<file path="src/rtl/cc20_pkg.sv">
// Shared types, constants and round functions for the ChaCha20 stream engine.
package cc20_pkg;

   // Default number of double rounds (RFC 8439 uses ten).
   localparam int DOUBLE_ROUNDS_DEF = 10;

   localparam int CSR_INDEX_W = 3;
   localparam int CSR_DATA_W  = 64;
   localparam int DATA_W      = 64;
   localparam int COUNT_W     = 4;
   localparam int POS_W       = 3;

   typedef logic [31:0]          word_type;
   typedef word_type [15:0]      state_type;

   // The four constant words "expand 32-byte k".
   localparam word_type SIGMA0 = 32'h61707865;
   localparam word_type SIGMA1 = 32'h3320646e;
   localparam word_type SIGMA2 = 32'h79622d32;
   localparam word_type SIGMA3 = 32'h6b206574;

   // Register indexes of the configuration port.
   typedef enum logic [CSR_INDEX_W-1:0] {
      CSR_KEY0       = 3'd0,
      CSR_KEY1       = 3'd1,
      CSR_KEY2       = 3'd2,
      CSR_KEY3       = 3'd3,
      CSR_NONCE_LOW  = 3'd4,
      CSR_NONCE_HIGH = 3'd5,
      CSR_START_CTR  = 3'd6
   } csr_index_type;

   // Block generation sequencer states.
   typedef enum logic [1:0] {
      CTL_IDLE,
      CTL_ROUND,
      CTL_ADD
   } ctl_state_type;

   // Commands from the controller to the datapath.
   typedef struct packed {
      logic             accept;       // capture an input transaction
      logic             load_init;    // load the initial block state
      logic             round;        // run one column or diagonal round
      logic             diag;         // 1 selects the diagonal round
      logic             final_add;    // add the initial state back
      logic             emit;         // write the output register
      logic [POS_W-1:0] pos;          // keystream word in use
      logic             ctr_restart;  // reload the block counter
      logic             ctr_advance;  // step the block counter
   } dp_cmd_type;

   typedef struct packed {
      word_type a;
      word_type b;
      word_type c;
      word_type d;
   } qr_type;

   function automatic word_type rotl(input word_type v, input int n);
      return (v << n) | (v >> (32 - n));
   endfunction

   // One ChaCha quarter round.
   function automatic qr_type quarter(input word_type a, input word_type b,
                                      input word_type c, input word_type d);
      qr_type q;
      q.a = a;
      q.b = b;
      q.c = c;
      q.d = d;
      q.a = q.a + q.b; q.d = rotl(q.d ^ q.a, 16);
      q.c = q.c + q.d; q.b = rotl(q.b ^ q.c, 12);
      q.a = q.a + q.b; q.d = rotl(q.d ^ q.a, 8);
      q.c = q.c + q.d; q.b = rotl(q.b ^ q.c, 7);
      return q;
   endfunction

   // Four independent quarter rounds over the columns or the diagonals.
   function automatic state_type half_round(input state_type s, input logic diag);
      state_type r;
      qr_type    q;
      r = s;
      for (int c = 0; c < 4; c++) begin
         if (!diag) begin
            q = quarter(s[c], s[4 + c], s[8 + c], s[12 + c]);
            r[c]      = q.a;
            r[4 + c]  = q.b;
            r[8 + c]  = q.c;
            r[12 + c] = q.d;
         end else begin
            q = quarter(s[c], s[4 + ((c + 1) & 3)], s[8 + ((c + 2) & 3)],
                        s[12 + ((c + 3) & 3)]);
            r[c]                  = q.a;
            r[4 + ((c + 1) & 3)]  = q.b;
            r[8 + ((c + 2) & 3)]  = q.c;
            r[12 + ((c + 3) & 3)] = q.d;
         end
      end
      return r;
   endfunction

endpackage

</file>
<file path="src/rtl/cc20_ctrl.sv">
// Controller: transaction handshakes, block sequencer and keystream position.
module cc20_ctrl #(
   parameter int DOUBLE_ROUNDS = cc20_pkg::DOUBLE_ROUNDS_DEF
) (
   input  logic                             clock,
   input  logic                             reset,
   input  logic                             req_valid,
   output logic                             req_ready,
   output logic                             rsp_valid,
   input  logic                             rsp_ready,
   input  logic                             csr_wr_en,
   input  logic [cc20_pkg::CSR_INDEX_W-1:0] csr_index,
   input  logic                             item_last,
   output cc20_pkg::dp_cmd_type             cmd
);
   import cc20_pkg::*;

   localparam int ROUNDS     = 2 * DOUBLE_ROUNDS;
   localparam int RND_W      = $clog2(ROUNDS);
   localparam int ROUND_LAST = ROUNDS - 1;

   ctl_state_type    state_ff, state_in;
   logic [RND_W-1:0] round_ff, round_in;
   logic [POS_W-1:0] pos_ff, pos_in;
   logic             block_ready_ff, block_ready_in;
   logic             item_valid_ff, item_valid_in;
   logic             rsp_valid_ff, rsp_valid_in;
   logic             emit;
   logic             accept;
   logic             ctr_write;
   logic             round_done;

   // A result leaves when a pending item has keystream and the output slot frees up.
   assign emit = item_valid_ff && block_ready_ff && (state_ff == CTL_IDLE) &&
                 (!rsp_valid_ff || rsp_ready);
   assign req_ready  = !item_valid_ff || emit;
   assign accept     = req_valid && req_ready;
   assign rsp_valid  = rsp_valid_ff;
   assign ctr_write  = csr_wr_en && (csr_index == CSR_START_CTR);
   assign round_done = (round_ff == RND_W'(ROUND_LAST));

   // Next state of the block sequencer.
   always_comb begin
      state_in = state_ff;
      unique case (state_ff)
         CTL_IDLE:  if (item_valid_ff && !block_ready_ff) state_in = CTL_ROUND;
         CTL_ROUND: if (round_done) state_in = CTL_ADD;
         CTL_ADD:   state_in = CTL_IDLE;
         default:   state_in = CTL_IDLE;
      endcase
   end

   // Datapath commands decoded from the state.
   always_comb begin
      cmd             = '0;
      cmd.accept      = accept;
      cmd.emit        = emit;
      cmd.pos         = pos_ff;
      cmd.diag        = round_ff[0];
      cmd.ctr_restart = emit && item_last;
      cmd.ctr_advance = emit && !item_last && (pos_ff == '1);
      unique case (state_ff)
         CTL_IDLE:  cmd.load_init = item_valid_ff && !block_ready_ff;
         CTL_ROUND: cmd.round     = 1'b1;
         CTL_ADD:   cmd.final_add = 1'b1;
         default:   cmd.load_init = 1'b0;
      endcase
   end

   // Round counter, keystream position and handshake flags.
   always_comb begin
      round_in       = (state_ff == CTL_ROUND) ? round_ff + 1'b1 : '0;
      pos_in         = pos_ff;
      block_ready_in = block_ready_ff;
      if (state_ff == CTL_ADD) block_ready_in = 1'b1;
      if (emit) begin
         if (item_last) begin
            pos_in         = '0;
            block_ready_in = 1'b0;
         end else begin
            pos_in = pos_ff + 1'b1;
            if (pos_ff == '1) block_ready_in = 1'b0;
         end
      end
      if (ctr_write) block_ready_in = 1'b0;
      item_valid_in = accept ? 1'b1 : (emit ? 1'b0 : item_valid_ff);
      rsp_valid_in  = emit ? 1'b1 : (rsp_ready ? 1'b0 : rsp_valid_ff);
   end

   always_ff @(posedge clock) begin
      if (reset) begin
         state_ff       <= CTL_IDLE;
         round_ff       <= '0;
         pos_ff         <= '0;
         block_ready_ff <= 1'b0;
         item_valid_ff  <= 1'b0;
         rsp_valid_ff   <= 1'b0;
      end else begin
         state_ff       <= state_in;
         round_ff       <= round_in;
         pos_ff         <= pos_in;
         block_ready_ff <= block_ready_in;
         item_valid_ff  <= item_valid_in;
         rsp_valid_ff   <= rsp_valid_in;
      end
   end

endmodule

</file>
<file path="config.mk">
export PLATFORM = sky130hd
export DESIGN_NAME = cc20_ctrl
export DESIGN_NICKNAME = d
export VERILOG_FILES = /design/src/rtl/cc20_pkg.sv /design/src/rtl/cc20_ctrl.sv
export SDC_FILE = /design/constraint.sdc
export NUM_CORES = 1
export LEC_CHECK = 0
export ABC_AREA = 1
export BUFFER_PORTS_ARGS = -buffer_cell sky130_fd_sc_hd__buf_2
export CAP_MARGIN = 30
export CELL_PAD_IN_SITES_DETAIL_PLACEMENT = 1
export CELL_PAD_IN_SITES_GLOBAL_PLACEMENT = 2
export CORE_ASPECT_RATIO = 1.2
export CORE_MARGIN = 3
export CORE_UTILIZATION = 26
export DETAILED_ROUTE_END_ITERATION = 10
export PLACE_DENSITY_LB_ADDON = 0.12
export SYNTH_ARGS = -nofsm -noshare
export SYNTH_HDL_FRONTEND = slang
export SYNTH_SLANG_ARGS = --single-unit
</file>
<file path="constraint.sdc">
create_clock -name clock -period 1.6 [get_ports clock]
set_input_delay 0.48 -clock clock [delete_from_list [all_inputs] [get_ports clock]]
set_output_delay 0.48 -clock clock [all_outputs]
set_load 0.1 [all_outputs]
</file>
# [After elaboration in Yosys (flattened, before gate mapping)]
# Cells that the tools add are included.
[word_totals] ff_bits=13 input_bits=9 output_inout_bits=13 word_cells=52
[classes] n_addsub=2 n_eq_ne=7 muxes=15 bitwise_logic=1 reduce_logical=21
[op_table] operator="$mux 1" count=11
[op_table] operator="$logic_and 1x1->1" count=9
[op_table] operator="$eq 3x3->1 const B" count=2
[op_table] operator="$add 5x1->5 const B" count=1
[op_table] operator="$eq 5x5->1 const B" count=1
[op_table] operator="$logic_not 1->1" count=4
[op_table] operator="$mux 2" count=2
[op_table] operator="$pmux 2 s2" count=1
[op_table] operator="$reduce_bool 2->1" count=2
[op_table] operator="$reduce_or 2->1" count=2
[op_table] operator="$add 3x1->3 const B" count=1
[op_table] operator="$mux 3" count=1
[op_table] operator="$eq 2x1->1 const B" count=1
[op_table] operator="$eq 2x2->1 const B" count=1
[op_table] operator="$logic_not 2->1" count=1
[op_table] operator="$logic_or 1x1->1" count=2
[op_table] operator="$ne 2x1->1 const B" count=1
[op_table] operator="$ne 2x2->1 const B" count=1
[op_table] operator="$reduce_and 2->1" count=1
[op_table] operator="$not 1->1" count=1

# [Depth between registers and ports, before layout]
[depth] depth_word=6 ltp_mapped=6 ltp_nobuf=6

# [Worst setup path before layout]
# Ideal clock, no wire load.
[synth_path] path_kind="flip-flop to output port" from="register pos_ff[0]" to="output cmd[0] (netlist bit)" arrival_ps=3478 t_required_ps=1120 setup_slack_ps=-2358 path_stages_with_launch=5 n_path_buf=0 cell_sequence="dfxtp_1 > ha_1 > ha_1 > inv_1 > nor3_1"
[synth_lines] element="start, declared" line="cc20_ctrl.sv:24" source="logic [POS_W-1:0] pos_ff, pos_in;"
[synth_lines] element="start signal, assigned" line="cc20_ctrl.sv:101" source="pos_ff <= pos_in;"
[synth_lines] element="end, declared" line="cc20_ctrl.sv:14" source="output cc20_pkg::dp_cmd_type cmd"

==> run summary <==
status = finished, violations left
failing checks = setup timing
Avg WL per Cell = 12.2 um
share of cells above drive strength 1 = 60.0%
switching share of power = 33.5%
Port Buffers = 21
pin count of the biggest net entering global routing = 9
leak pwr = 0.515 nW
I/O pin cnt = 22
CP required = 1.12 ns
placed insts = 143
WL met2 = 1110 um
Cells after Synth = 89
Fin Hold WS = 0.489 ns
wire length on met1 = 685 um
Antenna Diode Count = 0
Total GRT Usage = 12.7%
number of fillers in the final layout = 295
Slew @ Worst Pin = 0.486 ns
sequential power share = 43.2%
Pre-Repair DR Iteration Count = 3
DR top layer = met4
final setup TNS = -1.03 ns
endpoints failing hold = 0
WL met3 = 84 um
worst hold path type = input port to register
final std cells w/o fill = 156
CTS tree = built
drt via density = 4.37
period utilisation layout = 113%
P_int = 0.510 mW
first-pass GRT wire length = 3050 um
f_max = 555 MHz
Starting Density = 28.2%
synth-to-layout area growth = 81.2%
Worst Skew = 0.00299 ns
cts hold-fix bufs = 0
Crit Path Category = register to output pin
MaxCap Viol Count = 0
Clock H-tree levels = 1
core area = 2380 um2
Worst-path clk slew = 0.08 ns
die area = 3230 um2
minimum clock period = 1.80 ns
Sw Pwr = 0.257 mW
Yosys reg bits = 13
post-route cell area = 1210 um2
syn nets = 101
crit path DAT = 1.32 ns
number of nets still failing antenna checks after routing = 0
DR vias = 682
Core Rows = 19
final setup fails = 8
RSZ-0062 raised after global routing = yes
CP max FO = 5
via count of the first global-routing pass = 727
Die Ht = 61.6 um
Cell variety after synth = 21
register area share after synthesis = 38.8%
dpl hpwl = 1470 um
nets@finish = 138
Worst-Skew Late Latency = 0.27 ns
Placed Area = 1060 um2
number of buffers created by CTS = 3
DR iter-0 viols = 9
Max Slew Vio Count = 0
type of element capturing the critical path = output pin
Peak VDD IR = 0.434 mV
die width = 52.4 um
commonest non-fill, non-tap cell in the layout = buf_4
Synth warnings = 0
type of origin of the critical path = register
Syn Area/Cell = 7.54 um2
# clock sinks = 13
Combinational Power Share = 30.1%
GP Congestion = 0.740
PwrDens = 631 nW/um2
Final WS setup = -0.203 ns
antenna violations before repair = 0
Mapped Area = 671 um2
WL final = 1910 um
residual DRC count = 0
Clock power frac = 26.6%
Slew headroom = 67.8%
CTS root buffer = clkbuf_4
total gr overflow = 0
worst-case clock buffer depth = 2
most frequent cells in the layout = 13 x buf_4, 12 x buf_2, 11 x nor2_1
## routing by layer
layer	vias to the layer above	global-route usage [%]
met1	317	13.5
met4	0	5.47
met5	-	0
met3	4	1.45
met2	16	24.8
li1	345	-
## power by group through the flow
stage          logic (mW)  clock network [mW]  registers [mW]
6_report            0.231               0.204           0.332
2_1_floorplan       0.126                   0           0.338
4_1_cts             0.214               0.215           0.331
3_5_place_dp        0.198                   0           0.337
3_3_place_gp        0.194                   0           0.337
5_1_grt             0.243               0.226           0.333
## final timing paths
check,from,endpoint,slack (ns),depth (start not counted)
hold / removal,csr_index[1],block_ready_ff$_SDFF_PP0_,0.49,4
setup / recovery,state_ff[1]$_SDFFE_PP0P_,cmd[0],-0.20,4
setup reg to reg,state_ff[1]$_SDFFE_PP0P_,block_ready_ff$_SDFF_PP0_,0.26,7
hold reg to reg,round_ff[0]$_SDFF_PP0_,round_ff[0]$_SDFF_PP0_,0.51,1
## cell usage after synthesis
cell type | instances | area (um2)
nand4_1 | 1 | 6.26
nor2_4 | 1 | 11.3
o21ai_0 | 2 | 10.0
inv_1 | 16 | 60.1
nand3_1 | 7 | 35.0
a21oi_2 | 1 | 8.76
o21ai_2 | 1 | 8.76
nand2_2 | 1 | 6.26
buf_4 | 4 | 30.0
nand2_1 | 8 | 30.0
xor2_1 | 1 | 8.76
inv_2 | 3 | 11.3
nand3_4 | 1 | 17.5
nor2_2 | 3 | 18.8
ha_1 | 3 | 37.5
nor3_4 | 1 | 16.3
dfxtp_1 | 13 | 260
nor2_1 | 13 | 48.8
a21oi_1 | 7 | 35.0
nor3_1 | 1 | 5.00
clkbuf_2 | 1 | 5.00
## area by class of cell
class	count	area, um2	share of cell area [%]
tap	31	38.8	3.19
inverter	19	95.1	7.83
sequential	13	283	23.3
timing repair buffer	37	372	30.6
clock buffer	4	26.3	2.16
multi-input combinational	52	400	33.0
## worst max-delay path: stages, from the launching register on
cell,delay [ns]
dfxtp_2,0.34
nor2_4,0.14
nand3_4,0.13
nor3_4,0.24
buf_12,0.20
## state kept, by name, summed over array words and instances, names as in the netlist
register and cells:
round_ff 5, pos_ff 3, state_ff 2, block_ready_ff 1, item_valid_ff 1, rsp_valid 1
## cells by family after synthesis
| group | Yosys count | synth area share, % |
|---|---|---|
| AOI/OAI and AO/OA | 11 | 9.33 |
| xor gates and xnor gates | 1 | 1.31 |
| adders and majority gates | 3 | 5.60 |
| buffers and inverters | 24 | 15.9 |
| DFF | 13 | 38.8 |
| and+or+nand+nor | 37 | 29.1 |
## stage by stage
| stage | setup slack, ns | util [%] | power (mW) |
|---|---|---|---|
| 2_1_floorplan | -0.549 | - | 0.464 |
| 3_3_place_gp | -0.196 | 44.5 | 0.531 |
| 3_5_place_dp | -0.211 | 44.5 | 0.535 |
| 4_1_cts | -0.210 | 49.0 | 0.759 |
| 5_1_grt | -0.278 | 51.1 | 0.802 |
| 6_report | -0.203 | 51.1 | 0.767 |
## repair_timing
item                       CTS  global route
setup endpoints to repair    8             8
buffers inserted             6             5
pin swaps                    7             3
resized for setup           13            11
(Power assumes the default switching activity.)
